### src/rtl/coverage_union_counter_core_assert.svh
// ---------------------------------------------------------------------------
// Coverage union counter assertion macros
// Shared concurrent assertion forms, clocked on clock; one form is held off in reset.
// ---------------------------------------------------------------------------
`ifndef COVERAGE_UNION_COUNTER_CORE_ASSERT_SVH
`define COVERAGE_UNION_COUNTER_CORE_ASSERT_SVH

// Checked property, quiet while reset is high.
`define CUC_ASSERT(lbl, prop, msg) \
   lbl: assert property (@(posedge clock) disable iff (reset) prop) else $error(msg);

// Checked property, active through reset as well.
`define CUC_ASSERT_ALWAYS(lbl, prop, msg) \
   lbl: assert property (@(posedge clock) prop) else $error(msg);

`endif

### src/rtl/cuc_pkg.sv
// ---------------------------------------------------------------------------
// Coverage union counter package
// Sizes, codes and the command and status bundles shared by the core.
// ---------------------------------------------------------------------------
package cuc_pkg;

   localparam int MAX_TARGETS   = 512;
   localparam int WORD_BITS     = 32;
   localparam int WORDS_PER_ROW = (MAX_TARGETS + WORD_BITS - 1) / WORD_BITS;
   localparam int ROW_BITS      = $clog2(MAX_TARGETS);
   localparam int WSEL_BITS     = $clog2(WORDS_PER_ROW);
   localparam int ADDR_BITS     = ROW_BITS + WSEL_BITS;
   localparam int MEM_DEPTH     = MAX_TARGETS * WORDS_PER_ROW;
   localparam int SHIFT_BITS    = $clog2(WORD_BITS);
   localparam int POP_BITS      = $clog2(WORD_BITS + 1);
   localparam int COUNT_BITS    = 10;
   localparam int CSR_ADDR_BITS = 3;
   localparam int CSR_DATA_BITS = 32;

   // Field widths of the request channel.
   localparam int MODE_BITS     = 1;
   localparam int ROW_IDX_BITS  = 9;
   localparam int WORD_IDX_BITS = 4;
   localparam int LOAD_BITS     = 32;

   localparam logic [MODE_BITS-1:0] MODE_LOAD = 1'b0;
   localparam logic [MODE_BITS-1:0] MODE_SITE = 1'b1;

   // Register index as decoded from paddr[2].
   localparam logic CSR_IDX_TARGET_COUNT = 1'b0;

   localparam logic [COUNT_BITS-1:0] TARGET_COUNT_RESET = COUNT_BITS'(MAX_TARGETS);

   typedef enum logic [1:0] {
      ST_IDLE,
      ST_SCAN,
      ST_DRAIN,
      ST_FINISH
   } state_type;

   typedef struct packed {
      logic                 load;
      logic                 capture;
      logic                 issue;
      logic [WSEL_BITS-1:0] word_sel;
      logic                 finish;
   } cmd_type;

   typedef struct packed {
      logic req_hit;
      logic pipe_busy;
   } status_type;

endpackage

### src/rtl/cuc_ctrl.sv
// ---------------------------------------------------------------------------
// Coverage union counter controller
// Sequences each request: a load is passed on when accepted; a site runs word scan, pipeline drain and finish.
// ---------------------------------------------------------------------------
`include "coverage_union_counter_core_assert.svh"

module cuc_ctrl (
   input  logic                          clock,
   input  logic                          reset,
   input  logic                          start,
   input  logic [cuc_pkg::MODE_BITS-1:0] req_mode,
   input  cuc_pkg::status_type           status,
   output logic                          busy,
   output cuc_pkg::cmd_type              cmd
);
   import cuc_pkg::*;

   state_type              state_ff, state_in;
   logic [WSEL_BITS-1:0]   word_ff, word_in;
   logic                   accept;
   logic                   last_word;

   assign accept    = start && (state_ff == ST_IDLE);
   assign last_word = (word_ff == WSEL_BITS'(WORDS_PER_ROW - 1));

   always_ff @(posedge clock) begin
      if (reset) begin
         state_ff <= ST_IDLE;
         word_ff  <= '0;
      end else begin
         state_ff <= state_in;
         word_ff  <= word_in;
      end
   end

   always_comb begin
      state_in = state_ff;
      word_in  = word_ff;
      case (state_ff)
         ST_IDLE: begin
            word_in = '0;
            if (accept && (req_mode == MODE_SITE)) begin
               // A site outside the target count covers nothing.
               state_in = status.req_hit ? ST_SCAN : ST_DRAIN;
            end
         end
         ST_SCAN: begin
            word_in = word_ff + WSEL_BITS'(1);
            if (last_word) begin
               state_in = ST_DRAIN;
            end
         end
         ST_DRAIN: begin
            if (!status.pipe_busy) begin
               state_in = ST_FINISH;
            end
         end
         ST_FINISH: begin
            state_in = ST_IDLE;
         end
         default: begin
            state_in = ST_IDLE;
         end
      endcase
   end

   always_comb begin
      cmd          = '0;
      cmd.word_sel = word_ff;
      case (state_ff)
         ST_IDLE: begin
            cmd.load    = accept && (req_mode == MODE_LOAD);
            cmd.capture = accept && (req_mode == MODE_SITE);
         end
         ST_SCAN: begin
            cmd.issue = 1'b1;
         end
         ST_DRAIN: begin
         end
         ST_FINISH: begin
            cmd.finish = 1'b1;
         end
         default: begin
         end
      endcase
   end

   assign busy = (state_ff != ST_IDLE);

   `CUC_ASSERT(a_site_goes_busy, (accept && (req_mode == MODE_SITE)) |=> busy, "site request did not start a scan")
   `CUC_ASSERT(a_finish_after_drain, (state_ff == ST_FINISH) |-> !status.pipe_busy, "finish reached with words still in flight")
   `CUC_ASSERT(a_scan_ends, (state_ff == ST_SCAN && last_word) |=> (state_ff == ST_DRAIN), "word scan overran the row")

endmodule

### config.mk
export PLATFORM = sky130hd
export DESIGN_NAME = cuc_ctrl
export DESIGN_NICKNAME = d
export VERILOG_FILES = /design/src/rtl/cuc_pkg.sv /design/src/rtl/cuc_ctrl.sv
export VERILOG_INCLUDE_DIRS = /design/src /design/src/rtl
export SDC_FILE = /design/constraint.sdc
export NUM_CORES = 1
export LEC_CHECK = 0
export CAP_MARGIN = 20
export CORE_AREA = 2 2 39 41
export CTS_CLUSTER_SIZE = 10
export DETAILED_ROUTE_END_ITERATION = 6
export DIE_AREA = 0 0 41 43
export DONT_BUFFER_PORTS = 1
export SETUP_SLACK_MARGIN = 0.5
export SYNTH_ARGS = -nofsm -noshare
export SYNTH_HDL_FRONTEND = slang
export SYNTH_SLANG_ARGS = --single-unit
export TNS_END_PERCENT = 30
### constraint.sdc
create_clock -name clock -period 2.9 [get_ports clock]
set_input_delay 0.29 -clock clock [delete_from_list [all_inputs] [get_ports clock]]
set_output_delay 0.29 -clock clock [all_outputs]
set_load 0.02 [all_outputs]
Word-level counts from Yosys, hierarchy flattened
Cells that the tools add are included.
Widths: inputs -> output; s select.

word-level totals
  logic and storage cells = 27
  input bits = 6
  output and inout port bits = 9
  register bits = 6

cells by class
  mux-type cells = 9
  eq/ne operators = 7
  reductions and logical operators = 7
  $add $sub $neg = 1
  bitwise logic cells = 1

operators with widths
  operator             count
  $mux 2               5
  $pmux 2 s4           1
  $pmux 4 s2           1
  $add 4x1->4 const B  1
  $eq 2x2->1 const B   2
  $eq 4x4->1 const B   1
  $ne 2x2->1 const B   2
  $reduce_bool 2->1    2
  $logic_and 1x1->1    3
  $reduce_and 3->1     1
  $eq 2x1->1 const B   1
  $logic_not 2->1      1
  $mux 1               2
  $ne 2x1->1 const B   1
  $not 1->1            1

Logic depth before layout (Yosys ltp)
  depth after elaboration = 5
  mapped depth = 6
  depth with buffers taken out = 5

Worst setup path before layout
No wires, ideal clock.

  kind = reg2reg
  start = register state_ff[1]
  end = register state_ff[0]
  path slack = 1.208 ns
  data required time = 2.779 ns
  stages on the path, launching flop included = 6
  buffers on the path = 1
  period minus slack after synthesis = 1.692 ns
  arrival time = 1.572 ns
  setup time = 0.121 ns
  cells stage by stage = dfxtp_1 > inv_1 > ha_1 > buf_6 > a222oi_1 > mux2_2

between the ends
  cells in the longest elaborated chain, start to end = 5
  elaborated cells between the ends (all ways) = 11
  those cells by class = eq/ne (6); mux (1); reduce/logical (4)

ends and longest elaborated chain
  element                            line                            source
  from (decl)                        cuc_ctrl.sv:18                  state_type state_ff, state_in;
  from (signal assigned)             cuc_ctrl.sv:31                  state_ff <= state_in;
  $logic_not 2->1                    cuc_ctrl.sv:23, cuc_ctrl.sv:39
  $logic_and 1x1->1                  cuc_ctrl.sv:23                  assign accept = start && (state_ff == ST_IDLE);
  $logic_and 1x1->1                  cuc_ctrl.sv:42                  if (accept && (req_mode == MODE_SITE)) begin
  $ne 2x1->1 (no source line)        -
  $reduce_and 3->1 (no source line)  -

Parallel ways exist; a longest one is shown, timed or not.
A chain may end at the register's enable or synchronous reset.

Final worst setup path
  start = register state_ff[1]
  end = register state_ff[1]

The elaborated chain is that of the path after synthesis.

==> run_results.csv <==
group,metric,value,unit
clock_network,cts_made_buffers,3,
routing,drt-wirelength-per-cell,11.5,um
clock_network,cts_buffer_depth,2,
floorplanning,std_cell_rows,14,
floorplanning,ios,15,
worst_setup_path,reg2reg_depth,4,
clock_network,postCtsSetupRepairBufs,0,
timing,fmax,0.565,GHz
yosys,ys_warn_count,0,
worst_setup_path,critical_path.top_delay_family,"compound AO/OA/AOI/OAI gates",
timing,rsz0062_at_grt,"no",
timing,finalCritPeriodShare,61.0,%
min_path,min_from,"reset",
global_route,overflow,0,
timing,clock_skew,0.00863,ns
worst_setup_path,endpoint_kind,"flip-flop",
timing,hold_violations,0,
yosys,ys_seq_elements,6,
worst_setup_path,start_kind,"flip-flop",
yosys,syn_area,402,um^2
yosys,synth_area_leaders,"dfxtp_1 30%, ha_1 16%, nor2_1 6.5%, buf_6 5.6%, mux2_2 5.6%",
global_route,antenna_found_initial,0,
floorplanning,dieArea,1760,um^2
timing,setup_viol,0,
global_route,top_usage_layer,"met2",
clock_network,cts_resized,0,
pwr,p_seq_share,30.1,%
pwr,p_switching,0.179,mW
job,max-cap-violations,0,
placed_design,dpl-instance-area,395,um^2
worst_setup_path,cp_num_cells,4,
routing,dr.pass1.iters,4,
timing,relSlewSlack,64.8,%
worst_setup_path,crit_fanout,11,
worst_setup_path,path_buf_inv,1,
yosys,synthFlopType,"dfxtp_1",
yosys,synth_fp_nets,58,
clock_network,hold_buffers,0,
global_route,use_met3,4.71,%
finish,fillers,149,
routing,vias_per_cell,5.10,
routing,finalWirelength,723,um
finish,multiInputGateArea,244,um^2
routing,final_antenna_net_count,0,
timing,setup-tns-final,0,ns
global_route,met2_usage,15.0,%
floorplanning,die_y,43,um
worst_setup_path,reg2reg_from,"state_ff[1]",
routing,drc,0,
global_route,grtUsageTotal,8.84,%
clock_network,cts.clk_slew.worst_paths,0.05,ns
pwr,p_per_area,969,nW/um^2
global_route,grt_first_pass_wirelength,1.02,mm
clock_network,clk_latency,0.25,ns
timing,period_minus_slack,1.77,ns
worst_setup_path,crit_arrival,1.89,ns
yosys,yosysSeqAreaShare,29.9,%
yosys,yosysTopAreaCell,"dfxtp_1",
min_path,hold_path_depth,1,
clock_network,cts_tree,"built",
placed_design,place.gp.congestion,0.680,
placed_design,io_buffers,0,
finish,final_area,418,um^2
routing,drt_iter0_drc,3,
worst_setup_path,crit_chain,"inv_1 > ha_1 > a222oi_1 > mux2_2",
floorplanning,initial_core_util,29.0,%
yosys,synth_top_area_share,29.9,%
global_route,grt_max_degree,12,
pwr,leakage,0.181,nW
finish,regArea,120,um^2
global_route,grt.met1_usage,7.10,%
min_path,hold_path_class,"input pin to flip-flop",
worst_setup_path,slowest_stage,"a222oi_1",
clock_network,clock-sinks,6,
yosys,synth_common_cells,"7 x nor2_1, 6 x dfxtp_1, 5 x ha_1",
worst_setup_path,crit_type,"flip-flop to flip-flop",
placed_design,hpwl,548,um
timing,slew_viol_final,0,
pwr,p_comb_share,50.9,%
timing,worst_pin_slew,0.529,ns
worst_setup_path,worstPathRequired,3.02,ns
worst_setup_path,slowest_delay,0.47,ns
worst_setup_path,r2r_setup_slack,1.13,ns
floorplanning,die_w,41,um
global_route,first_global_vias,277,
finish,diodes,0,
finish,nets,60,
clock_network,root_buffer,"clkbuf_4",
yosys,async_flop_share,0,%
yosys,synth_area_per_cell,8.55,um^2
finish,syn_to_final_growth,4.05,%
floorplanning,core,1380,um^2
yosys,yosysUniqueCellTypes,21,
yosys,synth_edf_count,0,
min_path,holdPathEnd,"word_ff[2]",
yosys,synthCells,47,
worst_setup_path,reg2reg_to,"state_ff[1]",
routing,num_vias,321,
outcome,outcome,"finished clean",
finish,drive_gt1_share,10.6,%
pwr,vdd_drop_max,0.186,mV
pwr,p_sw_share,44.1,%
clock_network,htreeDepth,1,
pwr,p_clk_share,19.0,%
pwr,p_int,0.226,mW
yosys,synth_most_common_cell,"nor2_1",
[worst max path at each step]
stage / startpoint / to / slack, ns
2_1_floorplan: state_ff[1] / state_ff[0] / 1.21
3_3_place_gp: state_ff[1] / state_ff[1] / 1.15
3_5_place_dp: state_ff[1] / state_ff[1] / 1.11
4_1_cts: state_ff[1] / state_ff[1] / 1.11
5_1_grt: state_ff[1] / state_ff[0] / 1.02
6_report: state_ff[1] / state_ff[1] / 1.13
[stage by stage]
| step | hold WS [ns] | power (mW) | instances | setup WS (ns) | utilization (%) |
|---|---|---|---|---|---|
| 2_1_floorplan | 0.565 | 0.333 | 47 | 1.21 | - |
| 3_3_place_gp | 0.362 | 0.326 | 60 | 1.15 | 28.6 |
| 3_5_place_dp | 0.363 | 0.331 | 60 | 1.11 | 28.6 |
| 4_1_cts | 0.102 | 0.409 | 63 | 1.11 | 30.2 |
| 5_1_grt | 0.101 | 0.444 | 63 | 1.02 | 30.2 |
| 6_report | 0.106 | 0.405 | 63 | 1.13 | 30.2 |
[cells in the final DEF (no fill, tap or decap), types with 2 or more instances in the layout]
master    n
nand2_1   2
dfxtp_1   6
inv_1     3
o21ai_0   2
clkbuf_4  3
mux2i_1   2
a21oi_1   4
nand3_1   2
mux2_2    2
ha_1      5
nor2_1    7
[worst reg2reg max path: stages, from the launching register on]
cell	delay [ns]
dfxtp_1	0.34
inv_1	0.08
ha_1	0.38
a222oi_1	0.47
mux2_2	0.38
[flip-flops by register name, indices dropped and copies added (netlist names)]
signal and count:
word_ff 4, state_ff 2
[power by group through the flow]
stage                     clock network (mW)  registers [mW]  logic, mW
after floorplan                            0           0.119      0.214
after global placement                     0           0.123      0.203
after detailed placement                   0           0.124      0.207
after CTS                             0.0794           0.122      0.207
after global routing                  0.0831           0.125      0.236
final                                 0.0771           0.122      0.206
[per-layer routing]
layer	vias to the layer above	wire length (um)
met3	2	76
li1	161	-
met2	15	318
met1	143	316
met4	0	12
met5	-	0
[final cells by class]
type,instances,share of cell area [%]
sequential,6,28.7
clock buffer,3,5.39
multi-input combinational,35,58.4
inverter,3,2.69
tap,16,4.79
[logic make-up (layout without fill, tap and decap cells)]
group           after synthesis  count (layout)  share of synthesized area (%)
flops                         6               6                           29.9
fa+ha+maj                     5               5                           15.6
simple gates                 18              18                           22.4
compound gates                8               8                           12.2
mux                           4               4                           10.6
buf+inv                       6               6                           9.34
No activity file was read; power rests on OpenSTA's default activity.
