[src/rtl/coverage_union_counter_core_assert.svh]
// ---------------------------------------------------------------------------
// Coverage union counter assertion macros
// Shared concurrent assertion forms, clocked on clock; one form is held off in reset.
// ---------------------------------------------------------------------------
`ifndef COVERAGE_UNION_COUNTER_CORE_ASSERT_SVH
`define COVERAGE_UNION_COUNTER_CORE_ASSERT_SVH

// Checked property, quiet while reset is high.
`define CUC_ASSERT(lbl, prop, msg) \
   lbl: assert property (@(posedge clock) disable iff (reset) prop) else $error(msg);

// Checked property, active through reset as well.
`define CUC_ASSERT_ALWAYS(lbl, prop, msg) \
   lbl: assert property (@(posedge clock) prop) else $error(msg);

`endif

[src/rtl/cuc_pkg.sv]
// ---------------------------------------------------------------------------
// Coverage union counter package
// Sizes, codes and the command and status bundles shared by the core.
// ---------------------------------------------------------------------------
package cuc_pkg;

   localparam int MAX_TARGETS   = 512;
   localparam int WORD_BITS     = 32;
   localparam int WORDS_PER_ROW = (MAX_TARGETS + WORD_BITS - 1) / WORD_BITS;
   localparam int ROW_BITS      = $clog2(MAX_TARGETS);
   localparam int WSEL_BITS     = $clog2(WORDS_PER_ROW);
   localparam int ADDR_BITS     = ROW_BITS + WSEL_BITS;
   localparam int MEM_DEPTH     = MAX_TARGETS * WORDS_PER_ROW;
   localparam int SHIFT_BITS    = $clog2(WORD_BITS);
   localparam int POP_BITS      = $clog2(WORD_BITS + 1);
   localparam int COUNT_BITS    = 10;
   localparam int CSR_ADDR_BITS = 3;
   localparam int CSR_DATA_BITS = 32;

   // Field widths of the request channel.
   localparam int MODE_BITS     = 1;
   localparam int ROW_IDX_BITS  = 9;
   localparam int WORD_IDX_BITS = 4;
   localparam int LOAD_BITS     = 32;

   localparam logic [MODE_BITS-1:0] MODE_LOAD = 1'b0;
   localparam logic [MODE_BITS-1:0] MODE_SITE = 1'b1;

   // Register index as decoded from paddr[2].
   localparam logic CSR_IDX_TARGET_COUNT = 1'b0;

   localparam logic [COUNT_BITS-1:0] TARGET_COUNT_RESET = COUNT_BITS'(MAX_TARGETS);

   typedef enum logic [1:0] {
      ST_IDLE,
      ST_SCAN,
      ST_DRAIN,
      ST_FINISH
   } state_type;

   typedef struct packed {
      logic                 load;
      logic                 capture;
      logic                 issue;
      logic [WSEL_BITS-1:0] word_sel;
      logic                 finish;
   } cmd_type;

   typedef struct packed {
      logic req_hit;
      logic pipe_busy;
   } status_type;

endpackage

[src/rtl/cuc_regs.sv]
// ---------------------------------------------------------------------------
// Coverage union counter register block
// APB-style target count register and its clamped working value.
// ---------------------------------------------------------------------------
module cuc_regs (
   input  logic                              clock,
   input  logic                              reset,
   input  logic                              psel,
   input  logic                              penable,
   input  logic                              pwrite,
   input  logic [cuc_pkg::CSR_ADDR_BITS-1:0] paddr,
   input  logic [cuc_pkg::CSR_DATA_BITS-1:0] pwdata,
   output logic [cuc_pkg::CSR_DATA_BITS-1:0] prdata,
   output logic                              pready,
   output logic [cuc_pkg::COUNT_BITS-1:0]    eff_count
);
   import cuc_pkg::*;

   logic [COUNT_BITS-1:0] target_count_ff;
   logic                  wr_hit;

   assign pready = 1'b1;
   assign wr_hit = psel && penable && pwrite && (paddr[2] == CSR_IDX_TARGET_COUNT);

   always_ff @(posedge clock) begin
      if (reset) begin
         target_count_ff <= TARGET_COUNT_RESET;
      end else if (wr_hit) begin
         target_count_ff <= pwdata[COUNT_BITS-1:0];
      end
   end

   always_comb begin
      if (paddr[2] == CSR_IDX_TARGET_COUNT) begin
         prdata = CSR_DATA_BITS'(target_count_ff);
      end else begin
         prdata = '0;
      end
   end

   // Zero acts as one target; anything past the matrix side acts as the side.
   always_comb begin
      if (target_count_ff == '0) begin
         eff_count = COUNT_BITS'(1);
      end else if (target_count_ff > COUNT_BITS'(MAX_TARGETS)) begin
         eff_count = COUNT_BITS'(MAX_TARGETS);
      end else begin
         eff_count = target_count_ff;
      end
   end

endmodule

[config.mk]
export PLATFORM = sky130hd
export DESIGN_NAME = cuc_regs
export DESIGN_NICKNAME = d
export VERILOG_FILES = /design/src/rtl/coverage_union_counter_core_assert.svh /design/src/rtl/cuc_pkg.sv /design/src/rtl/cuc_regs.sv
export SDC_FILE = /design/constraint.sdc
export NUM_CORES = 1
export LEC_CHECK = 0
export ABC_CLOCK_PERIOD_IN_PS = 1000
export BUFFER_PORTS_ARGS = -buffer_cell sky130_fd_sc_hd__buf_4
export CORE_MARGIN = 4
export CORE_UTILIZATION = 32
export DETAILED_ROUTE_END_ITERATION = 16
export PLACE_DENSITY = 0.77
export SLEW_MARGIN = 20
export SYNTH_ARGS = -nofsm -noshare
export SYNTH_HDL_FRONTEND = slang
export SYNTH_SLANG_ARGS = --single-unit
[constraint.sdc]
create_clock -name clock -period 1 [get_ports clock]
set_input_delay 0.2 -clock clock [delete_from_list [all_inputs] [get_ports clock]]
set_output_delay 0.2 -clock clock [all_outputs]
set_load 0.05 [all_outputs]
# Word-level counts from Yosys, hierarchy flattened
# Cells that the tools add are included.
# totals
regBits,10
in_bits,40
output_inout_bits,43
word_cells,10
# classes
magnitude_cmp,1
n_mux,3
bitwise,1
reduce_logical,4
# op_table
cell,count
$mux W10,3
$gt A10 B10 Y1 const B,1
$logic_not A10 Y1,1
$logic_and A1 B1 Y1,3
$not A1 Y1,1

# Longest topological paths before layout
# Gate-level depths: netlist of run 1.
# logic_depth
depth_word,3
ltp_mapped,4
ltp_nobuf,3

# Least setup slack after synthesis of run 1
# Ideal clock, no wire load.
# synth_timing
kind,reg-to-output
start,reg target_count_ff[9]
end,out prdata[9] (netlist bit)
arrival_ns,1.344
t_required_ns,0.800
path_slack_ns,-0.544
stages_incl_launch_ff,3
n_path_buf,1
path_cell_list,dfxtp_1 -> clkbuf_1 -> nor2b_1
# synth_between
elab_chain_cells,1
# synth_rtl
element,line_no,text
from (decl),cuc_regs.sv:19,logic [COUNT_BITS-1:0] target_count_ff;
from (signal assigned),cuc_regs.sv:29,target_count_ff <= pwdata[COUNT_BITS-1:0];
$mux W10,cuc_regs.sv:34,if (paddr[2] == CSR_IDX_TARGET_COUNT) begin
to (decl),cuc_regs.sv:13,"output logic [cuc_pkg::CSR_DATA_BITS-1:0] prdata,"
# No other way between the ends.

# Final worst setup path of run 1
# layout_timing
start,reg target_count_ff[8]
end,out eff_count[0] (netlist bit)
# layout_between
elab_chain_cells,3
elab_cells_between_ends,4
classes_between,1 x order compare; 2 x mux; 1 x reduce/logical
# layout_rtl
element,line_no,text
$gt A10 B10 Y1,cuc_regs.sv:45,end else if (target_count_ff > COUNT_BITS'(MAX_TARGETS)) begin
$mux W10,cuc_regs.sv:45,
$mux W10 (*),cuc_regs.sv:43,if (target_count_ff == '0) begin
to (decl),cuc_regs.sv:15,output logic [cuc_pkg::COUNT_BITS-1:0] eff_count
# Mark *: on every way between the ends. The rest lies on a longest branch, timed or not.

==> out/metrics.yaml, run 1 <==
power_and_ir_drop:
  power.leakage_nw: 0.613
  power_density_nw_per_um2: 788
  total_power_mw: 1.13
  peakVddDrop_v: 0.000498
worst_setup_path:
  reg2reg_setup_slack_ns: 0.16
  crit_path_max_incr_delay_ns: 0.34
  cp_cell_sequence: "nor4_4 -> a21oi_2 -> nor2_4 -> buf_8"
  crit_buf_inv: 1
  critical_path.top_delay_family: "simple AND/OR/NAND/NOR gates"
  path_max_fanout: 2
  cp_num_cells: 4
  end_kind: "primary output"
  critPathArrivalTime_ns: 1.26
  cp.required_ns: 0.80
  critPathKind: "flip-flop to primary output"
  ff2ff_path_depth: 4
  r2r-start: "target_count_ff[5]"
  start_kind: "flip-flop"
  rr_endpoint: "target_count_ff[5]"
  critical-path-slowest-cell: "dfxtp_2"
finish:
  final_util_pct: 71.0
  reg_top3: "target_count_ff: 10 flops"
  largest_reg_flops: 10
  syn_to_final_growth_pct: 106
  fillers: 160
  regArea_um2: 223
  regMostFlops: "target_count_ff"
  fin_nets: 186
  n_antenna_cell: 0
  drive_gt1_share_pct: 63.2
  instances_no_fill: 171
  multi_input_comb_area_um2: 553
synthesis:
  synth_cell_types: 15
  synth_seq_cells: 10
  avgSynthCellArea_um2: 7.41
  synth_warnings: 0
  synthesis.area_um2: 697
  ys_seq_area_share_pct: 28.7
  syn_inst: 94
sta:
  final.period_utilization_pct: 146
  final_hold_viol_count: 0
  finClkSkew_ns: 0
  setup_viol: 20
  max_freq_mhz: 686
  final_max_slew_viol_count: 0
  min_period_ns: 1.46
  worst_slack_ns: -0.458
  rsz0062_at_grt: "true"
clocking:
  clkLatencyLatePin_ns: 0.25
  cts_root_buf: "clkbuf_4"
  cts_sinks: 10
  cts_hold_buf: 0
  cts_buffers: 3
  cts_tree: "yes"
  path_clk_slew_ns: 0.06
  cts-htree-levels: 1
  cts_buffer_depth: 2
global_route:
  antenna_found_initial: 0
  grt_pass1_wl_mm: 2.91
  grt_max_degree: 11
  grtUsageTotal_pct: 13.7
  first_global_vias: 634
  gr-total-overflow: 0
floorplanning:
  die-area_um2: 2990
  rows: 16
  start_util_pct: 34.5
  coreArea_um2: 2020
  ioPinCount: 83
  die_y_um: 54.7
  die_w_um: 54.7
route:
  antenna_left: 0
  drt-total-wl_mm: 2.20
  vias: 722
  first_pass_iters: 4
  first_iter_violations: 6
  vias_per_cell: 4.22
  wl_per_cell_um: 12.9
  drc_errors: 0
place:
  dp_cells: 164
  place.gp.congestion: 0.712
  dp_worst_setup_slack_ns: -0.229
  dpl.hpwl_mm: 1.56
  io_buffers: 35
min_path:
  worstHoldPathType: "primary input to flip-flop"
  whs_path_depth: 3
  min_from: "pwdata[9]"
  holdPathEnd: "target_count_ff[9]"
status:
  failed_checks: "setup timing"
  status: "finished, violations left"
run:
  maxCapViolCount: 0
placed cells by master, fill, tap and decap left out:
master | Yosys | layout
a21oi_1 | 9 | 8
a21oi_2 | 1 | 2
and4b_1 | 1 | 1
buf_12 | 0 | 2
buf_4 | 23 | 21
buf_6 | 1 | 16
buf_8 | 0 | 15
clkbuf_4 | 0 | 3
conb_1 | 2 | 23
dfxtp_2 | 0 | 6
dfxtp_4 | 0 | 4
nand2_1 | 20 | 20
nand3b_1 | 1 | 1
nand4b_2 | 1 | 1
nor2_4 | 0 | 1
nor2b_4 | 0 | 18
nor4_4 | 0 | 2
layer usage:
metal  wire, µm  vias up  track usage (%)
met4         16        0             3.73
met3        210        2             4.09
met2       1200       39             25.2
met1        770      331             15.0
li1           -      350                -
met5          0        -                0
stage by stage:
stage	TNS [ns]	hold slack [ns]	cell area [µm²]
floorplan	-0.260	0.324	930
global placement	-0.383	0.419	1150
detailed placement	-0.728	0.427	1150
CTS	-4.47	0.162	1360
global route	-5.41	0.172	1440
finish	-4.62	0.163	1440
area by class of cell:
cell class	instances	area share (%)
Timing Repair Buffer	54	42.0
Multi-Input combinational cell	77	38.5
Sequential cell	10	15.5
Tap cell	27	2.35
Clock buffer	3	1.57
synthesized netlist by cell type:
master     n  area, µm²
a21oi_1    9       45.0
a21oi_2    1       8.76
and4b_1    1       10.0
buf_1      1       3.75
buf_4     23        173
buf_6      1       11.3
clkbuf_1   3       11.3
conb_1     2       7.51
dfxtp_1   10        200
nand2_1   20       75.1
nand3b_1   1       7.51
nand4b_2   1       15.0
nor2_1     1       3.75
nor2b_1   18        113
nor4_1     2       12.5
kinds of logic (layout without fill, tap and decap cells):
group / after synthesis / after routing / share of synthesized area (%)
AOI/OAI and AO/OA: 10 / 10 / 7.72
buffers and inverters: 28 / 57 / 28.5
DFF: 10 / 10 / 28.7
other: 2 / 23 / 1.08
and+or+nand+nor: 44 / 44 / 33.9
repair_timing:
item                       CTS  global route
setup endpoints to repair   20            20
gates resized for setup     51            15
cloned                       0             0
buffers inserted             1             5
pin swaps                    0             2
power by group:
part           leakage, nW  internal [mW]  switching [mW]
logic                0.513          0.143           0.313
clock network       0.0138          0.138           0.123
registers           0.0862          0.401          0.0131
total                0.613          0.682           0.448
worst reg2reg max path, delay by kind of cell (launching register included):
family,cells,cell delay (ns)
DFF,1,0.37
AOI/OAI and AO/OA,1,0.16
and+or+nand+nor,1,0.04
buffers and inverters,2,0.19
how the worst max path moves through the flow:
stage | start | to | slack, ns
floorplan | target_count_ff[5] | eff_count[0] | -0.17
global placement | target_count_ff[5] | eff_count[0] | -0.26
detailed placement | target_count_ff[5] | eff_count[0] | -0.23
CTS | target_count_ff[5] | eff_count[0] | -0.44
global route | target_count_ff[8] | eff_count[0] | -0.51
finish | target_count_ff[8] | eff_count[0] | -0.46
Note: power is estimated with default switching activity, not from simulation.
==> inputs of run 2 (changes only) <==
==> constraint.sdc (replaced) <==
create_clock -name clock -period 1 [get_ports clock]
set_input_delay 0.2 -clock clock [delete_from_list [all_inputs] [get_ports clock]]
set_output_delay 0.2 -clock clock [all_outputs]
set_load 0.1 [all_outputs]
==> run 2 against run 1 <==
  * The run still ends with setup timing left
  * Clock power is 34% higher
  * Sequential share of layout area is 1.2 points lower
  * Via count is 0.14% higher
  * Critical endpoint unchanged
  * Wire length is 0.55% lower
  * Global-route usage is 1.3 points higher
  * Critical path type unchanged
==> out/metrics.yaml, run 2 (synthesis results as in run 1) <==
sta:
  finClkSkew_ns: 0  # unchanged
  min_period_ns: 1.48  # +0.0184 ns
  rsz0062_at_grt: "true"
  worst_slack_ns: -0.477  # -0.0184 ns
  max_freq_mhz: 677  # -1.2%
  final_max_slew_viol_count: 0  # unchanged
  final_hold_viol_count: 0  # unchanged
  final.period_utilization_pct: 148  # +1.8 points
  setup_viol: 20  # unchanged
global_route:
  antenna_found_initial: 0  # unchanged
  gr-total-overflow: 0  # unchanged
  first_global_vias: 712  # +12%
  grtUsageTotal_pct: 15.0  # +1.3 points
  grt_pass1_wl_mm: 3.21  # +10%
  grt_max_degree: 11  # unchanged
min_path:
  holdPathEnd: "target_count_ff[9]"
  worstHoldPathType: "primary input to flip-flop"
  min_from: "pwdata[9]"
  whs_path_depth: 3  # unchanged
worst_setup_path:
  start_kind: "flip-flop"
  critPathKind: "flip-flop to primary output"
  r2r-start: "target_count_ff[2]"
  ff2ff_path_depth: 5  # +1
  end_kind: "primary output"
  cp.required_ns: 0.80  # about the same
  cp_cell_sequence: "nor4_4 -> a21oi_2 -> nor2_4 -> buf_12"
  critical-path-slowest-cell: "dfxtp_2"
  critPathArrivalTime_ns: 1.28  # +0.02 ns
  crit_path_max_incr_delay_ns: 0.34  # about the same
  reg2reg_setup_slack_ns: 0.07  # -0.09 ns
  path_max_fanout: 2  # unchanged
  rr_endpoint: "target_count_ff[2]"
place:
  dpl.hpwl_mm: 1.59  # +2.4%
  place.gp.congestion: 0.698  # -1.9%
  io_buffers: 35  # unchanged
  dp_worst_setup_slack_ns: -0.303  # -0.0733 ns
  postPlaceCellArea_um2: 1160  # +0.98%
finish:
  syn_to_final_growth_pct: 123
  reg_top3: "target_count_ff: 10 flops"
  layout_common_cells: "23 x conb_1, 23 x buf_12, 20 x nand2_1"
  largest_reg_flops: 10  # unchanged
  fin_nets: 183  # -1.6%
  drive_gt1_share_pct: 62.7  # -0.52 points
  finalInstanceArea_um2: 1550  # +8.3%
  n_antenna_cell: 0  # unchanged
  regMostFlops: "target_count_ff"
clocking:
  cts-htree-levels: 1  # unchanged
  cts_root_buf: "clkbuf_4"
  path_clk_slew_ns: 0.07  # about the same
  clkLatencyLatePin_ns: 0.25  # about the same
  cts_sinks: 10  # unchanged
  cts_buffer_depth: 2  # unchanged
  cts_buffers: 3  # unchanged
  cts_tree: "yes"
floorplanning:
  die-area_um2: 2990  # unchanged
  die_y_um: 54.7  # unchanged
  ioPinCount: 83  # unchanged
  rows: 16  # unchanged
  start_util_pct: 34.5  # unchanged
  die_w_um: 54.7  # unchanged
  coreArea_um2: 2020  # unchanged
power_and_ir_drop:
  peakVddDrop_v: 0.000729  # +46%
  total_power_mw: 1.46  # +29%
  power.leakage_nw: 0.636  # +3.8%
  power_density_nw_per_um2: 941  # +19%
status:
  failed_checks: "setup timing"
  status: "finished, violations left"
route:
  drt-total-wl_mm: 2.19  # -0.55%
  vias_per_cell: 4.28  # +1.3%
  first_pass_iters: 4  # unchanged
  vias: 723  # +0.14%
  first_iter_violations: 9  # +3
  drc_errors: 0  # unchanged
  antenna_left: 0  # unchanged
  wl_per_cell_um: 12.9  # +0.63%
run:
  maxCapViolCount: 0  # unchanged
## run 2: final cells by class
type / instances / area (µm²)
timing repair buffer: 51 / 708
multi-input combinational: 77 / 553
fill: 127 / 468
sequential: 10 / 223
clock buffer: 4 / 36.3
tap: 27 / 33.8
## run 2: worst max-delay path by stage
stage | endpoint | from | cells past startpoint
3_3_place_gp | eff_count[0] | target_count_ff[5] | 4
5_1_grt | eff_count[0] | target_count_ff[8] | 4
4_1_cts | eff_count[0] | target_count_ff[1] | 4
6_report | eff_count[0] | target_count_ff[1] | 4
3_5_place_dp | eff_count[0] | target_count_ff[1] | 4
2_1_floorplan | eff_count[0] | target_count_ff[1] | 3
## run 2: worst max-delay path, delay by kind of cell (launching register included)
family,cells,cell delay (ns)
buffers and inverters,1,0.18
flip-flops,1,0.34
AO/OA/AOI/OAI,1,0.10
AND/OR/NAND/NOR,2,0.40
## run 2: power breakdown
group / internal (mW) / switching, mW
clock network: 0.220 / 0.130
logic: 0.158 / 0.542
registers: 0.400 / 0.0112
## run 2: what timing repair did
action                                  4_1_cts  5_1_grt
setup buffers                                 2        3
endpoints found under the setup margin       20       20
pin swaps                                     2        0
gates resized for setup                      72        9
hold buffers                                  0        0
## run 2: stage by stage
stage	setup TNS [ns]	std cells	hold slack (ns)	utilization, %
after CTS	-5.22	167	0.150	74.6
final	-5.41	169	0.159	76.9
after floorplan	-2.81	115	0.324	-
after detailed placement	-1.95	162	0.423	57.5
after global routing	-6.18	169	0.172	76.9
after global placement	-1.61	162	0.415	57.5
## run 2: layer usage
layer / GRT usage [%] / up-vias / share of wire, %
li1: - / 347 / -
met1: 15.7 / 334 / 34
met2: 28.7 / 42 / 56
met3: 3.54 / 0 / 9.6
met4: 4.98 / 0 / 0
met5: 0 / - / 0
==> inputs of run 3 (changes only) <==
--- a/config.mk
+++ b/config.mk
@@ -15,3 +15,4 @@
 export SYNTH_ARGS = -nofsm -noshare
 export SYNTH_HDL_FRONTEND = slang
 export SYNTH_SLANG_ARGS = --single-unit
+export TNS_END_PERCENT = 1
==> run 3 against run 2 <==
  * The run still ends with setup timing left
  * Power is 0.59% higher
  * Critical path depth is the same
  * Count of clock-buffer cells in the layout unchanged
  * Sequential cell count did not move
  * Largest cell class unchanged
  * Worst hold slack gained 0.0041 ns
  * Setup slack got worse by 0.031 ns
  * Largest power group unchanged
  * Combinational power down 1%
  * Sequential power hardly changed
  * Via count grew 0.97%
  * Clock power grew 5%
==> out/metrics.yaml, run 3 (synthesis results as in run 1) <==
status:
  status: "finished, violations left"
  failed_checks: "setup timing"
route:
  first_pass_iters: 4  # unchanged
  dr_wl_met3_um: 256  # +21%
  drt-total-wl_mm: 2.30  # +4.9%
  wl_per_cell_um: 13.9  # +7.4%
  first_iter_violations: 8  # -1
  vias_per_cell: 4.42  # +3.4%
  top_layer: "met4"
  vias: 730  # +0.97%
  drc_errors: 0  # unchanged
  wl_met2_mm: 1.20  # -2.4%
  drt-met1-wl_um: 834  # +11%
  antenna_left: 0  # unchanged
floorplanning:
  start_util_pct: 34.5  # unchanged
  die-area_um2: 2990  # unchanged
  die_w_um: 54.7  # unchanged
  ioPinCount: 83  # unchanged
  rows: 16  # unchanged
  die_y_um: 54.7  # unchanged
  coreArea_um2: 2020  # unchanged
sta:
  fin_tns_setup_ns: -5.59  # -0.175 ns
  final_hold_viol_count: 0  # unchanged
  setup_viol: 20  # unchanged
  rsz0062_at_grt: "true"
  finClkSkew_ns: 0  # unchanged
  hold_ws_ns: 0.163  # +0.00406 ns
  min_period_ns: 1.51  # +0.0313 ns
  final_max_slew_viol_count: 0  # unchanged
  final.period_utilization_pct: 151  # +3.1 points
  max_freq_mhz: 663  # -2.1%
  worst_slack_ns: -0.508  # -0.0313 ns
global_route:
  first_global_vias: 728  # +2.2%
  antenna_found_initial: 0  # unchanged
  grt_max_degree: 12  # +1
  grt_pass1_wl_mm: 3.13  # -2.4%
  gr-total-overflow: 0  # unchanged
  grtUsageTotal_pct: 14.6  # -0.46 points
power_and_ir_drop:
  clkPwrFrac_pct: 25.1  # +1.1 points
  p_int_mw: 0.769  # -1.2%
  power_frac_comb_pct: 47.1  # -0.8 points
  peakVddDrop_v: 0.000801  # +10%
  p_switching_mw: 0.701  # +2.7%
  switching_share_pct: 47.7  # +0.96 points
  power.leakage_nw: 0.612  # -3.7%
  power_frac_seq_pct: 27.8  # -0.4 points
  power_density_nw_per_um2: 968  # +2.9%
  total_power_mw: 1.47  # +0.59%
clocking:
  cts_buffers: 3  # unchanged
  path_clk_slew_ns: 0.07  # about the same
  cts_tree: "yes"
  clkLatencyLatePin_ns: 0.26  # about the same
  cts_buffer_depth: 2  # unchanged
  cts_root_buf: "clkbuf_4"
  cts-htree-levels: 1  # unchanged
  cts_sinks: 10  # unchanged
place:
  dp_worst_setup_slack_ns: -0.299  # +0.00414 ns
  dpl.hpwl_mm: 1.52  # -4.7%
  io_buffers: 35  # unchanged
  place.gp.congestion: 0.719  # +3.0%
worst_setup_path:
  path_max_fanout: 2  # unchanged
  end_kind: "primary output"
  critPathKind: "flip-flop to primary output"
  cp.required_ns: 0.80  # about the same
  start_kind: "flip-flop"
  critPathArrivalTime_ns: 1.31  # +0.03 ns
finish:
  largest_reg_flops: 10  # unchanged
  layout_common_cells: "23 x conb_1, 23 x buf_12, 20 x nand2_1"
  drive_gt1_share_pct: 61.6  # -1.1 points
  syn_to_final_growth_pct: 118
  reg_top3: "target_count_ff: 10 flops"
  regMostFlops: "target_count_ff"
  fin_nets: 179  # -2.2%
  n_antenna_cell: 0  # unchanged
run:
  maxCapViolCount: 0  # unchanged
min_path:
  worstHoldPathType: "primary input to flip-flop"
[run 3: changes by cell type in the layout (fill, tap and decap cells not counted), sizes merged]
cell / previous run / this run
buf: 51 / 47
[run 3: routing by layer]
layer | track usage, % | vias to the layer above
met1 | 15.1 | 341
met3 | 3.81 | 2
li1 | - | 342
met5 | 0 | -
met2 | 26.4 | 45
met4 | 7.47 | 0
[run 3: cell type report]
class	instances	area (µm²)
clock buffer	4	36.3
multi-input combinational	77	553
sequential	10	225
tap	27	33.8
timing repair buffer	47	671
fill	135	503
[run 3: repair_timing]
action,CTS,global route
resized for setup,76,13
setup endpoints to repair,20,20
pin swaps,0,2
buffers inserted,0,0
hold buffers,0,0
[run 3: power groups by stage]
stage,Combinational [mW],Sequential [mW],Clock [mW]
floorplan,0.605,0.423,0
global placement,0.637,0.422,0
detailed placement,0.640,0.422,0
CTS,0.676,0.416,0.363
global route,0.713,0.410,0.391
finish,0.693,0.409,0.369
[run 3: final timing paths]
path,endpoint,startpoint,slack [ns],cells after the start
worst max register to register,target_count_ff[9],target_count_ff[9],0.18,3
worst max-delay path,eff_count[0],target_count_ff[8],-0.51,4
worst min register to register,target_count_ff[0],target_count_ff[0],0.49,2
worst min-delay path,target_count_ff[0],reset,0.16,2
[run 3: worst max-delay path: stages (launching register included)]
cell and delay (ns):
dfxtp_2 0.34, nor4_4 0.28, a21oi_2 0.11, nor2_4 0.12, buf_12 0.18
[run 3: metrics by stage]
step / cells / util [%] / instance area [µm²]
final: 165 / 75.1 / 1520
after global routing: 165 / 75.1 / 1520
after CTS: 165 / 72.4 / 1460
after detailed placement: 161 / 56.3 / 1140
after global placement: 161 / 56.3 / 1140
after floorplan: 115 / - / 926
